$ cat src/rtl/bmm_pkg.sv
// ----------------------------------------------------------------------------
// bmm_pkg
// shared types and constants of the banked memory mapper
// ----------------------------------------------------------------------------
package bmm_pkg;

    localparam int DICT_PAGES    = 48;
    localparam int RAMDISK_PAGES = 88;

    localparam logic [7:0] CARD_SELECT_ON = 8'h82;
    localparam logic [7:0] IO_UNKNOWN     = 8'hff;

    typedef enum logic [1:0] {
        OP_MEM_READ  = 2'd0,
        OP_MEM_WRITE = 2'd1,
        OP_IO_READ   = 2'd2,
        OP_IO_WRITE  = 2'd3
    } t_op;

    typedef enum logic [3:0] {
        RG_NONE    = 4'd0,
        RG_RAM     = 4'd1,
        RG_VRAM    = 4'd2,
        RG_EMS     = 4'd3,
        RG_LEARN   = 4'd4,
        RG_DICT    = 4'd5,
        RG_KANJI   = 4'd6,
        RG_CARD    = 4'd7,
        RG_RAMDISK = 4'd8,
        RG_ROMDISK = 4'd9,
        RG_IPL     = 4'd10
    } t_region;

    localparam logic [15:0] PORT_LEARN      = 16'h0c10;
    localparam logic [15:0] PORT_RAMDISK    = 16'h0e8e;
    localparam logic [15:0] PORT_RAMDISK_ST = 16'h0f8e;
    localparam logic [15:0] PORT_CARD       = 16'h1e8e;
    localparam logic [15:0] PORT_CARD_ST    = 16'h1f8e;
    localparam logic [15:0] PORT_DICT       = 16'h4c10;
    localparam logic [15:0] PORT_DICT_ST    = 16'h8810;
    localparam logic [15:0] PORT_KANJI      = 16'h8c10;
    localparam logic [15:0] PORT_ROMDISK_ST = 16'hc810;
    localparam logic [15:0] PORT_ROMDISK    = 16'hcc10;

    localparam logic [7:0] LEARN_FLAG      = 8'h40;
    localparam logic [7:0] RAMDISK_STATUS  = 8'h04;
    localparam logic [7:0] CARD_STATUS     = 8'h00;
    localparam logic [7:0] DICT_STATUS     = 8'h40;
    localparam logic [7:0] ROMDISK_STATUS  = 8'h10;

endpackage

$ cat src/rtl/bmm_if.sv
// ----------------------------------------------------------------------------
// bmm_if
// request and result channels of the banked memory mapper
// ----------------------------------------------------------------------------
interface bmm_in_if;
    logic        valid;
    logic        ready;
    logic [1:0]  operation;
    logic [19:0] address;
    logic [7:0]  data;

    modport source (output valid, output operation, output address, output data,
                    input ready);
    modport sink   (input valid, input operation, input address, input data,
                    output ready);
endinterface

interface bmm_out_if;
    logic        valid;
    logic        ready;
    logic [3:0]  region;
    logic [20:0] region_offset;
    logic [7:0]  io_read_data;

    modport source (output valid, output region, output region_offset,
                    output io_read_data, input ready);
    modport sink   (input valid, input region, input region_offset,
                    input io_read_data, output ready);
endinterface

$ cat src/rtl/banked_memory_mapper_unit.sv
// ----------------------------------------------------------------------------
// banked_memory_mapper_unit
// maps a bus address onto a region and offset through i/o loaded bank registers
// ----------------------------------------------------------------------------
// request path: input register, then decode into the result register
// throughput: one transaction per cycle while o_out.ready does not stall the
//   result register, set by the single decode stage
// reset: synchronous active low, clears all bank registers to zero and empties
//   both pipeline registers
// ----------------------------------------------------------------------------
module banked_memory_mapper_unit #(
    parameter int DICT_PAGES    = bmm_pkg::DICT_PAGES,
    parameter int RAMDISK_PAGES = bmm_pkg::RAMDISK_PAGES
) (
    input  logic          i_clk,
    input  logic          i_rst_n,
    bmm_in_if.sink        i_in,
    bmm_out_if.source     o_out
);

    localparam logic [6:0] DICT_LIMIT    = 7'(DICT_PAGES);
    localparam logic [7:0] RAMDISK_LIMIT = 8'(RAMDISK_PAGES);

    logic        r_s1_valid;
    logic [1:0]  r_s1_op;
    logic [19:0] r_s1_addr;
    logic [7:0]  r_s1_data;

    logic        r_out_valid;
    logic [3:0]  r_region;
    logic [20:0] r_offset;
    logic [7:0]  r_io_data;

    logic [3:0]  r_learn_page;
    logic [6:0]  r_ramdisk_page;
    logic [7:0]  r_card_select;
    logic [5:0]  r_dict_page;
    logic [3:0]  r_kanji_page;
    logic [3:0]  r_romdisk_page;

    logic        s1_advance;
    logic        is_write;
    logic [15:0] port;
    logic [13:0] low;
    bmm_pkg::t_region n_region;
    logic [20:0] n_offset;
    logic [7:0]  n_io_data;

    assign s1_advance  = r_s1_valid && (!r_out_valid || o_out.ready);
    assign i_in.ready  = !r_s1_valid || s1_advance;

    assign is_write = (r_s1_op == bmm_pkg::OP_MEM_WRITE);
    assign port     = r_s1_addr[15:0];
    assign low      = r_s1_addr[13:0];

    // address decode
    always_comb begin
        n_region = bmm_pkg::RG_NONE;
        n_offset = '0;
        if (r_s1_op == bmm_pkg::OP_MEM_READ || r_s1_op == bmm_pkg::OP_MEM_WRITE) begin
            if (r_s1_addr[19:16] < 4'ha) begin
                n_region = bmm_pkg::RG_RAM;
                n_offset = {1'b0, r_s1_addr};
            end else if (r_s1_addr[19:15] == 5'b10101) begin
                n_region = bmm_pkg::RG_VRAM;
                n_offset = {6'd0, r_s1_addr[14:0]};
            end else if (r_s1_addr[19:16] == 4'hc) begin
                n_region = bmm_pkg::RG_EMS;
                n_offset = {5'd0, r_s1_addr[15:0]};
            end else if (r_s1_addr[19:16] == 4'hd) begin
                case (r_s1_addr[15:14])
                    2'd0: begin
                        n_region = bmm_pkg::RG_LEARN;
                        n_offset = {3'd0, r_learn_page, low};
                    end
                    2'd1: begin
                        if (!is_write && ({1'b0, r_dict_page} < DICT_LIMIT)) begin
                            n_region = bmm_pkg::RG_DICT;
                            n_offset = {1'b0, r_dict_page, low};
                        end
                    end
                    2'd2: begin
                        if (!is_write) begin
                            n_region = bmm_pkg::RG_KANJI;
                            n_offset = {3'd0, r_kanji_page, low};
                        end
                    end
                    default: begin
                        if (r_card_select == bmm_pkg::CARD_SELECT_ON) begin
                            n_region = bmm_pkg::RG_CARD;
                            n_offset = {7'd0, low};
                        end else if ({1'b0, r_ramdisk_page} < RAMDISK_LIMIT) begin
                            n_region = bmm_pkg::RG_RAMDISK;
                            n_offset = {r_ramdisk_page, low};
                        end
                    end
                endcase
            end else if (r_s1_addr[19:16] == 4'he) begin
                if (!is_write) begin
                    n_region = bmm_pkg::RG_ROMDISK;
                    n_offset = {1'b0, r_romdisk_page, r_s1_addr[15:0]};
                end
            end else if (r_s1_addr[19:16] == 4'hf) begin
                if (!is_write) begin
                    n_region = bmm_pkg::RG_IPL;
                    n_offset = {5'd0, r_s1_addr[15:0]};
                end
            end
        end
    end

    // i/o readback
    always_comb begin
        n_io_data = '0;
        if (r_s1_op == bmm_pkg::OP_IO_READ) begin
            unique case (port)
                bmm_pkg::PORT_LEARN:      n_io_data = {4'd0, r_learn_page} | bmm_pkg::LEARN_FLAG;
                bmm_pkg::PORT_RAMDISK:    n_io_data = {1'b0, r_ramdisk_page};
                bmm_pkg::PORT_RAMDISK_ST: n_io_data = bmm_pkg::RAMDISK_STATUS;
                bmm_pkg::PORT_CARD:       n_io_data = r_card_select;
                bmm_pkg::PORT_CARD_ST:    n_io_data = bmm_pkg::CARD_STATUS;
                bmm_pkg::PORT_DICT:       n_io_data = {2'd0, r_dict_page};
                bmm_pkg::PORT_DICT_ST:    n_io_data = bmm_pkg::DICT_STATUS;
                bmm_pkg::PORT_KANJI:      n_io_data = {4'd0, r_kanji_page};
                bmm_pkg::PORT_ROMDISK_ST: n_io_data = bmm_pkg::ROMDISK_STATUS;
                bmm_pkg::PORT_ROMDISK:    n_io_data = {4'd0, r_romdisk_page};
                default:                  n_io_data = bmm_pkg::IO_UNKNOWN;
            endcase
        end
    end

    always_ff @(posedge i_clk) begin
        if (!i_rst_n) begin
            r_s1_valid     <= 1'b0;
            r_out_valid    <= 1'b0;
            r_learn_page   <= '0;
            r_ramdisk_page <= '0;
            r_card_select  <= '0;
            r_dict_page    <= '0;
            r_kanji_page   <= '0;
            r_romdisk_page <= '0;
        end else begin
            if (i_in.ready) begin
                r_s1_valid <= i_in.valid;
            end
            if (s1_advance) begin
                r_out_valid <= 1'b1;
            end else if (o_out.ready) begin
                r_out_valid <= 1'b0;
            end
            if (s1_advance && r_s1_op == bmm_pkg::OP_IO_WRITE) begin
                case (port)
                    bmm_pkg::PORT_LEARN:   r_learn_page   <= r_s1_data[3:0];
                    bmm_pkg::PORT_RAMDISK: r_ramdisk_page <= r_s1_data[6:0];
                    bmm_pkg::PORT_CARD:    r_card_select  <= r_s1_data;
                    bmm_pkg::PORT_DICT:    r_dict_page    <= r_s1_data[5:0];
                    bmm_pkg::PORT_KANJI:   r_kanji_page   <= r_s1_data[3:0];
                    bmm_pkg::PORT_ROMDISK: r_romdisk_page <= r_s1_data[3:0];
                    default: ;
                endcase
            end
        end
    end

    always_ff @(posedge i_clk) begin
        if (i_in.valid && i_in.ready) begin
            r_s1_op   <= i_in.operation;
            r_s1_addr <= i_in.address;
            r_s1_data <= i_in.data;
        end
        if (s1_advance) begin
            r_region  <= n_region;
            r_offset  <= n_offset;
            r_io_data <= n_io_data;
        end
    end

    assign o_out.valid         = r_out_valid;
    assign o_out.region        = r_region;
    assign o_out.region_offset = r_offset;
    assign o_out.io_read_data  = r_io_data;

    a_none_zero_offset: assert property (@(posedge i_clk) disable iff (!i_rst_n)
        (r_out_valid && r_region == bmm_pkg::RG_NONE) |-> (r_offset == '0))
        else $error("unmapped result with nonzero offset");

    a_io_no_region: assert property (@(posedge i_clk) disable iff (!i_rst_n)
        (r_out_valid && r_io_data != '0) |-> (r_region == bmm_pkg::RG_NONE))
        else $error("i/o readback with a memory region");

    a_learn_write: assert property (@(posedge i_clk) disable iff (!i_rst_n)
        (s1_advance && r_s1_op == bmm_pkg::OP_IO_WRITE && port == bmm_pkg::PORT_LEARN)
        |=> (r_learn_page == $past(r_s1_data[3:0])))
        else $error("learn bank not loaded by i/o write");

    a_ready_when_empty: assert property (@(posedge i_clk) disable iff (!i_rst_n)
        (!r_s1_valid || !r_out_valid) |-> i_in.ready)
        else $error("request stalled with free pipeline slot");

endmodule

$ cat src/flat_wrapper.sv
// flat-port wrapper written by rule: the top's interface ports become plain ports
module banked_memory_mapper_unit_flat 
#(
    parameter int DICT_PAGES    = bmm_pkg::DICT_PAGES,
    parameter int RAMDISK_PAGES = bmm_pkg::RAMDISK_PAGES
)
  (i_clk, i_rst_n, i_in_valid, i_in_operation, i_in_address, i_in_data, i_in_ready, o_out_valid, o_out_region, o_out_region_offset, o_out_io_read_data, o_out_ready);
  bmm_in_if i_in_i ();
  bmm_out_if o_out_i ();
  input  logic i_clk;
  input  logic i_rst_n;
  input wire logic [$bits(i_in_i.valid)-1:0] i_in_valid;
  input wire logic [$bits(i_in_i.operation)-1:0] i_in_operation;
  input wire logic [$bits(i_in_i.address)-1:0] i_in_address;
  input wire logic [$bits(i_in_i.data)-1:0] i_in_data;
  output wire logic [$bits(i_in_i.ready)-1:0] i_in_ready;
  output wire logic [$bits(o_out_i.valid)-1:0] o_out_valid;
  output wire logic [$bits(o_out_i.region)-1:0] o_out_region;
  output wire logic [$bits(o_out_i.region_offset)-1:0] o_out_region_offset;
  output wire logic [$bits(o_out_i.io_read_data)-1:0] o_out_io_read_data;
  input wire logic [$bits(o_out_i.ready)-1:0] o_out_ready;
  assign i_in_i.valid = i_in_valid;
  assign i_in_i.operation = i_in_operation;
  assign i_in_i.address = i_in_address;
  assign i_in_i.data = i_in_data;
  assign i_in_ready = i_in_i.ready;
  assign o_out_valid = o_out_i.valid;
  assign o_out_region = o_out_i.region;
  assign o_out_region_offset = o_out_i.region_offset;
  assign o_out_io_read_data = o_out_i.io_read_data;
  assign o_out_i.ready = o_out_ready;
  banked_memory_mapper_unit #(.DICT_PAGES(DICT_PAGES), .RAMDISK_PAGES(RAMDISK_PAGES)) u_core (.i_clk(i_clk), .i_rst_n(i_rst_n), .i_in(i_in_i), .o_out(o_out_i));
endmodule
$ cat config.mk
export PLATFORM = sky130hd
export DESIGN_NAME = banked_memory_mapper_unit_flat
export DESIGN_NICKNAME = d
export VERILOG_FILES = /design/src/rtl/bmm_pkg.sv /design/src/rtl/bmm_if.sv /design/src/rtl/banked_memory_mapper_unit.sv /design/src/flat_wrapper.sv
export SDC_FILE = /design/constraint.sdc
export NUM_CORES = 1
export LEC_CHECK = 0
export BUFFER_PORTS_ARGS = -buffer_cell sky130_fd_sc_hd__buf_2
export CAP_MARGIN = 15
export CORE_MARGIN = 2
export CORE_UTILIZATION = 35
export DETAILED_ROUTE_END_ITERATION = 7
export PLACE_DENSITY = 0.6
export SYNTH_ARGS = -nofsm -noshare
export SYNTH_HDL_FRONTEND = slang
export SYNTH_SLANG_ARGS = --single-unit
export TNS_END_PERCENT = 1
$ cat constraint.sdc
create_clock -name i_clk -period 5.8 [get_ports i_clk]
set_input_delay 1.16 -clock i_clk [delete_from_list [all_inputs] [get_ports i_clk]]
set_output_delay 1.16 -clock i_clk [all_outputs]
set_load 0.01 [all_outputs]
==> run metrics, run 1 <==
TritonCTS clock tree=done; Critical-path top delay cell=nor2b_1; Final Hold Fails=0; Post-Syn Area=4530 sq um; Synth area leaders=edfxtp_1 42%, dfxtp_1 15%, mux2i_1 7.3%; Synth area leader=edfxtp_1; Remaining DRCs=0; Top cell by count, worst path=buf_2; max_slew headroom=48.3%; global-route wire length before repair=16600 um; R2R cell count=5; Least-Margin Pin Slew=0.775 ns; initial antenna violation count=0; Layout Nets=481; post-CTS setup buffers=0; CP Cell Sequence=buf_2 > nor2b_1 > nand2_1 > buf_2; detailed placement HPWL=7450 um; Seq. cell area=2590 sq um; Final Cycle Share=51.2%; vias per std cell=5.13; PD cells=280 nW/um^2; Bufs on Longest Clock Path=2; share of the synthesized area in the top cell type=41.7%; fin crit period=2.97 ns; cell row count=41; Max Cap Viol=0; Die Area=13900 sq um; RSZ-0062 raised after global routing=false; antenna-violating nets left=0; Mapped Nets=423; Top Ports=69; Clk Tree Root Cell=clkbuf_16; Crit path arrival time=1.81 ns; Setup Skew=0.00837 ns; Vias=3201; Routed WL per cell=16.7 um; overall routed net length=10400 um; die outline width=118 um; EDFF count, synth=63; clock-pin transition on the worst setup and hold timing paths=0.07 ns; Commonest cells post-synth=63 x edfxtp_1, 43 x nand2_1, 38 x nor2b_1; layout cell share with drive strength beyond 1=22.8%; post-route setup slack=2.83 ns; vias in the first global route=3141; Worst EP required=4.64 ns; Slowest Stage Delay on Critical Path=0.28 ns; sequential area share after synthesis=57.2%; FF+latch count, synth=98; Max Clk Rate=337 MHz; top_reg_cell synth=edfxtp_1; Hold WC Path Type=reg2reg; P&R area growth vs syn=16.2%; Setup crit end=i_in_ready; Die H=118 um; First-pass DRT Iterations=4; ANT cells=0; peak supply drop=148 uV; Setup CP Type=in2out; core area=12600 sq um; H-tree Lvls=3; leakage power=2.05 nW; Starting Density=35.9%; synth warn=0; TNS Setup=0 ns; Cells after Synth=389; status=finished, final reports clean; Clock Latency Late Sink=0.35 ns; cell with the most instances after synthesis=edfxtp_1; worst-path fanout max=5; Netlist cell types=65; pre-CTS setup slack=2.84 ns; post-cts resize count=0; number of port buffers=68; # fillers=1233; Final Max Slew Viols=0; asr flop ratio synth=0%; Worst Setup SP=o_out_ready; pin count of the biggest net entering global routing=44; hold buffers post-CTS=0; Worst Setup Start Kind=input pin; RePlAce Congestion=0.889; Total GRT Usage=15.4%; Iter 0 DRT Violations=298; R2R Path End=u_core.o_out.region_offset[14]$_SDFFCE_PP0P_; Critical Path Sink Type=output port; CTS Buf Count=9; clk sinks=98; Setup violations, final=0; syn avg cell area=11.7 sq um; remaining global-route overflow=0; area occupied by multi-input gates=1790 sq um; worst r2r src=u_core.r_s1_addr[15]$_DFFE_PP_; R2R Setup Slk=3.31 ns
-- per-layer routing --
layer  vias up  GRT usage [%]  routed length (um)  share of wire [%]
met5         -              0                   0                  0
met4         0           6.40                 249                2.4
met3        18           3.97                 563                5.4
met2       104           24.0                4830                 46
met1      1515           20.4                4750                 46
li1       1564              -                   -                  -
-- flip-flops by register name, summed over array words and instances, names as in the netlist --
register	flops
u_core.r_s1_op	2
u_core.r_kanji_page	4
u_core.r_ramdisk_page	7
u_core.o_out.io_read_data	8
u_core.r_dict_page	6
u_core.r_s1_data	8
u_core.o_out.region	4
u_core.r_card_select	8
u_core.o_out.valid	1
u_core.r_s1_addr	20
u_core.r_learn_page	4
u_core.o_out.region_offset	21
u_core.r_romdisk_page	4
u_core.r_s1_valid	1
-- report_power, final --
part	total (W)	switching [W]	internal, W
Sequential	0.000795	0.0000236	0.000772
Clock	0.000589	0.000260	0.000329
Combinational	0.0000917	0.0000537	0.0000381
-- cell usage in the layout (no fill, tap or decap), types with 3 or more instances in the layout --
cell type,count
a21o_1,3
inv_1,4
a31oi_1,5
nor3_1,6
a221oi_1,3
nand2_1,43
nor4_1,5
a22oi_1,4
nand2b_1,6
nor2b_1,37
dfxtp_1,35
and3_1,4
a32oi_1,3
buf_2,69
clkbuf_16,10
mux4_4,3
nor2_1,18
edfxtp_1,63
nand3b_1,3
or4b_1,3
or3_1,4
nand3_1,6
a2bb2oi_1,3
mux2i_1,33
a21oi_1,20
o21ai_0,7
-- kinds of logic after synthesis --
group / count (synthesis) / synth area share, %
xor gates and xnor gates: 1 / 0.193
and+or+nand+nor: 159 / 20.2
buffers and inverters: 28 / 3.42
DFF: 98 / 57.2
muxes: 37 / 9.19
AOI/OAI and AO/OA: 66 / 9.82
-- worst min-delay path by stage --
stage,start,slack (ns),cells after the start,end
after global placement,u_core.r_card_select[4]$_SDFFE_PN0P_,0.46,2,u_core.r_card_select[4]$_SDFFE_PN0P_
after global routing,u_core.r_card_select[4]$_SDFFE_PN0P_,0.51,2,u_core.r_card_select[4]$_SDFFE_PN0P_
after detailed placement,u_core.r_card_select[4]$_SDFFE_PN0P_,0.47,2,u_core.r_card_select[4]$_SDFFE_PN0P_
final,u_core.r_card_select[4]$_SDFFE_PN0P_,0.48,2,u_core.r_card_select[4]$_SDFFE_PN0P_
after floorplan,u_core.r_card_select[4]$_SDFFE_PN0P_,0.45,2,u_core.r_card_select[4]$_SDFFE_PN0P_
after CTS,u_core.r_card_select[4]$_SDFFE_PN0P_,0.48,2,u_core.r_card_select[4]$_SDFFE_PN0P_
-- worst max-delay path, delay by kind of cell --
family                 cells  cell delay [ns]
and+or+nand+nor            2             0.40
buffers and inverters      2             0.24
-- final cells by class --
| cell class | count | area share [%] |
|---|---|---|
| clock buffers | 11 | 5.01 |
| clock inverters | 5 | 0.641 |
| inverters | 4 | 0.285 |
| multi-input cells | 263 | 34.0 |
| flip-flops and latches | 98 | 49.2 |
| well taps | 172 | 4.08 |
| repair buffers | 71 | 6.84 |
-- through the flow --
| step | instance area (sq um) | cells | power, W | hold WS (ns) | utilization [%] |
|---|---|---|---|---|---|
| floorplan | 4530 | 389 | 0.000866 | 0.446 | - |
| global placement | 4970 | 607 | 0.000901 | 0.465 | 39.4 |
| detailed placement | 4970 | 607 | 0.000903 | 0.472 | 39.4 |
| CTS | 5270 | 623 | 0.00149 | 0.482 | 41.7 |
| global route | 5270 | 624 | 0.00153 | 0.507 | 41.8 |
| finish | 5270 | 624 | 0.00148 | 0.479 | 41.8 |
No activity file was read; power rests on OpenSTA's default activity.
==> run 2, diff against run 1 <==
--- a/config.mk
+++ b/config.mk
@@ -5,12 +5,13 @@
 export SDC_FILE = /design/constraint.sdc
 export NUM_CORES = 1
 export LEC_CHECK = 0
+export ABC_AREA = 1
 export BUFFER_PORTS_ARGS = -buffer_cell sky130_fd_sc_hd__buf_2
 export CAP_MARGIN = 15
 export CORE_MARGIN = 2
 export CORE_UTILIZATION = 35
 export DETAILED_ROUTE_END_ITERATION = 7
-export PLACE_DENSITY = 0.6
+export PLACE_DENSITY = 0.61
 export SYNTH_ARGS = -nofsm -noshare
 export SYNTH_HDL_FRONTEND = slang
 export SYNTH_SLANG_ARGS = --single-unit
==> constraint.sdc (replaced) <==
create_clock -name i_clk -period 2.4 [get_ports i_clk]
set_input_delay 0.48 -clock i_clk [delete_from_list [all_inputs] [get_ports i_clk]]
set_output_delay 0.48 -clock i_clk [all_outputs]
set_load 0.01 [all_outputs]
==> run 2 against run 1 <==
Compared with the run above: cell count increased by 22%; synthesized cell count is 31% higher; design area increased by 3.1%; count of clock-buffer cells in the layout is 1 higher; critical path depth grew 3; largest cell class unchanged; sequential share of layout area is 1.5 points lower; power rose by 140%; via count rose by 20%; non-clock buffer count grew 7; combinational power rose to 2.7 times the previous value; critical endpoint is now u_core.o_out.io_read_data[6]$_SDFFCE_PP0P_; area after synthesis up 1.3%; global-route usage is 2.7 points higher.
==> run metrics, run 2 <==
PD cells=661 nW/um^2; Setup CP Type=reg2reg; synth warn=0; asr flop ratio synth=0%; Final Cycle Share=86.1%; clock-pin transition on the worst setup and hold timing paths=0.06 ns; peak supply drop=303 uV; Largest register FFs=21; Netlist cell types=32; Clock Latency Late Sink=0.35 ns; worst-path fanout max=12; Iter 0 DRT Violations=348; ANT cells=0; Cells after Synth=510; remaining global-route overflow=0; RePlAce Congestion=0.951; post-cts resize count=0; die outline width=119 um; Critical Path Sink Type=flop; antenna-violating nets left=0; overall routed net length=12300 um; Max Cap Viol=0; Post-Syn Area=4590 sq um; Vias=3829; cell row count=41; FF+latch count, synth=98; Crit path arrival time=2.27 ns; Final Max Slew Viols=0; detailed placement HPWL=9220 um; hold buffers post-CTS=0; H-tree Lvls=3; Worst Setup Start Kind=flop; Hold WC Path Type=in2reg; layout cell share with drive strength beyond 1=24.1%; Top Ports=69; CP Cell Sequence=nor2_4 > nand2_2 > nor2_4 > nand2_2 > o21ai_0 > nor2_1 > a21oi_1; Clk Tree Root Cell=clkbuf_16; leakage power=2.10 nW; Slowest Stage Delay on Critical Path=0.53 ns; Setup violations, final=0; clk sinks=98; final instance area=5430 sq um; max_slew headroom=61.7%; core area=12700 sq um; Critical-path top delay cell=edfxtp_1; Setup Skew=0.00602 ns; Total GRT Usage=18.1%; TNS Setup=0 ns; post-CTS setup buffers=0; Final Hold Fails=0; vias per std cell=5.04; P&R area growth vs syn=18.3%; Layout Nets=617; Worst EP required=2.60 ns; pin count of the biggest net entering global routing=34; Max Clk Rate=484 MHz; fin crit period=2.07 ns; vias in the first global route=3737; Bufs on Longest Clock Path=2; cell with the most instances after synthesis=nand2_1; TritonCTS clock tree=done; RSZ-0062 raised after global routing=false; Remaining DRCs=0; Die Area=14100 sq um; number of port buffers=68; First-pass DRT Iterations=6; Commonest cells post-synth=86 x nand2_1, 63 x edfxtp_1, 52 x nand3_1; commonest cells after routing, fill and taps aside=86 x nand2_1, 68 x buf_2, 63 x edfxtp_1, 52 x nand3_1, 48 x nor2_1; status=finished, final reports clean; commonest non-fill, non-tap cell in the layout=nand2_1; sequential area share after synthesis=56.5%; share of the synthesized area in the top cell type=41.2%; Least-Margin Pin Slew=0.571 ns; top_reg_cell synth=edfxtp_1; Area after DPL=5140 sq um; Mapped Nets=544; syn avg cell area=9.00 sq um; initial antenna violation count=0; Synth area leader=edfxtp_1; Synth area leaders=edfxtp_1 41%, dfxtp_1 15%, nand2_1 7.0%; Routed WL per cell=16.2 um; Starting Density=36.1%; CTS Buf Count=9; global-route wire length before repair=19400 um; Die H=119 um; EDFF count, synth=63
run 2: changes by cell type after synthesis, sizes merged, moves of 6 or more:
cell    previous run  this run
nand4              3        13
nor2              18        71
nand3              7        53
a21oi             20        48
nand2b             6         0
nor2b             39         0
nand2             43       107
o21ai              7        35
mux2i             33         0
clkbuf            15         5
inv                4        46
run 2: where the power goes:
part | total [W] | internal [W] | switching [W]
Clock | 0.00143 | 0.000828 | 0.000604
Sequential | 0.00191 | 0.00186 | 0.0000456
Combinational | 0.000252 | 0.0000874 | 0.000164
run 2: final timing paths:
| kind | depth (start not counted) | slack (ns) | endpoint | from |
|---|---|---|---|---|
| setup / recovery | 7 | 0.33 | u_core.o_out.io_read_data[6]$_SDFFCE_PP0P_ | u_core.r_s1_addr[15]$_DFFE_PP_ |
| hold / removal | 1 | 0.30 | u_core.r_s1_data[3]$_DFFE_PP_ | i_in_data[3] |
| setup reg to reg | 7 | 0.33 | u_core.o_out.io_read_data[6]$_SDFFCE_PP0P_ | u_core.r_s1_addr[15]$_DFFE_PP_ |
| hold reg to reg | 2 | 0.49 | u_core.r_ramdisk_page[5]$_SDFFE_PN0P_ | u_core.r_ramdisk_page[5]$_SDFFE_PN0P_ |
run 2: per-stage QoR:
| step | utilization, % | std cells | setup slack, ns | hold slack (ns) | total power, W |
|---|---|---|---|---|---|
| after floorplan | - | 510 | 0.101 | 0.437 | 0.00209 |
| after global placement | 40.4 | 744 | 0.339 | 0.463 | 0.00219 |
| after detailed placement | 40.4 | 744 | 0.333 | 0.473 | 0.00220 |
| after CTS | 42.7 | 760 | 0.322 | 0.288 | 0.00362 |
| after global routing | 42.7 | 760 | 0.0982 | 0.289 | 0.00371 |
| final | 42.7 | 760 | 0.333 | 0.298 | 0.00359 |
run 2: cell type report:
cell class	count	area (sq um)
multi-input cells	348	1730
well taps	172	215
repair buffers	78	428
fillers	1286	7290
inverters	48	180
clock buffers	12	246
flip-flops and latches	98	2590
clock inverters	4	42.5
run 2: layer usage:
metal  global-route usage (%)  routed length, um  share of wire, %
met1                     22.6               5570                45
met2                     30.0               5860                48
met3                     4.05                576               4.7
met4                     7.59                332               2.7
met5                        0                  0                 0
run 2: worst max-delay path: cells and delay by family, from the launching register on:
kind / cells / cell delay, ns
AO/OA/AOI/OAI: 2 / 0.40
AND/OR/NAND/NOR: 5 / 0.98
flip-flops: 1 / 0.53
run 2: logic make-up (layout without fill, tap and decap cells):
| logic type | Yosys count | after routing | synth area share (%) |
|---|---|---|---|
| and+or+nand+nor | 256 | 256 | 26.8 |
| DFF | 98 | 98 | 56.5 |
| AOI/OAI and AO/OA | 92 | 92 | 10.7 |
| buffers and inverters | 64 | 142 | 6.08 |
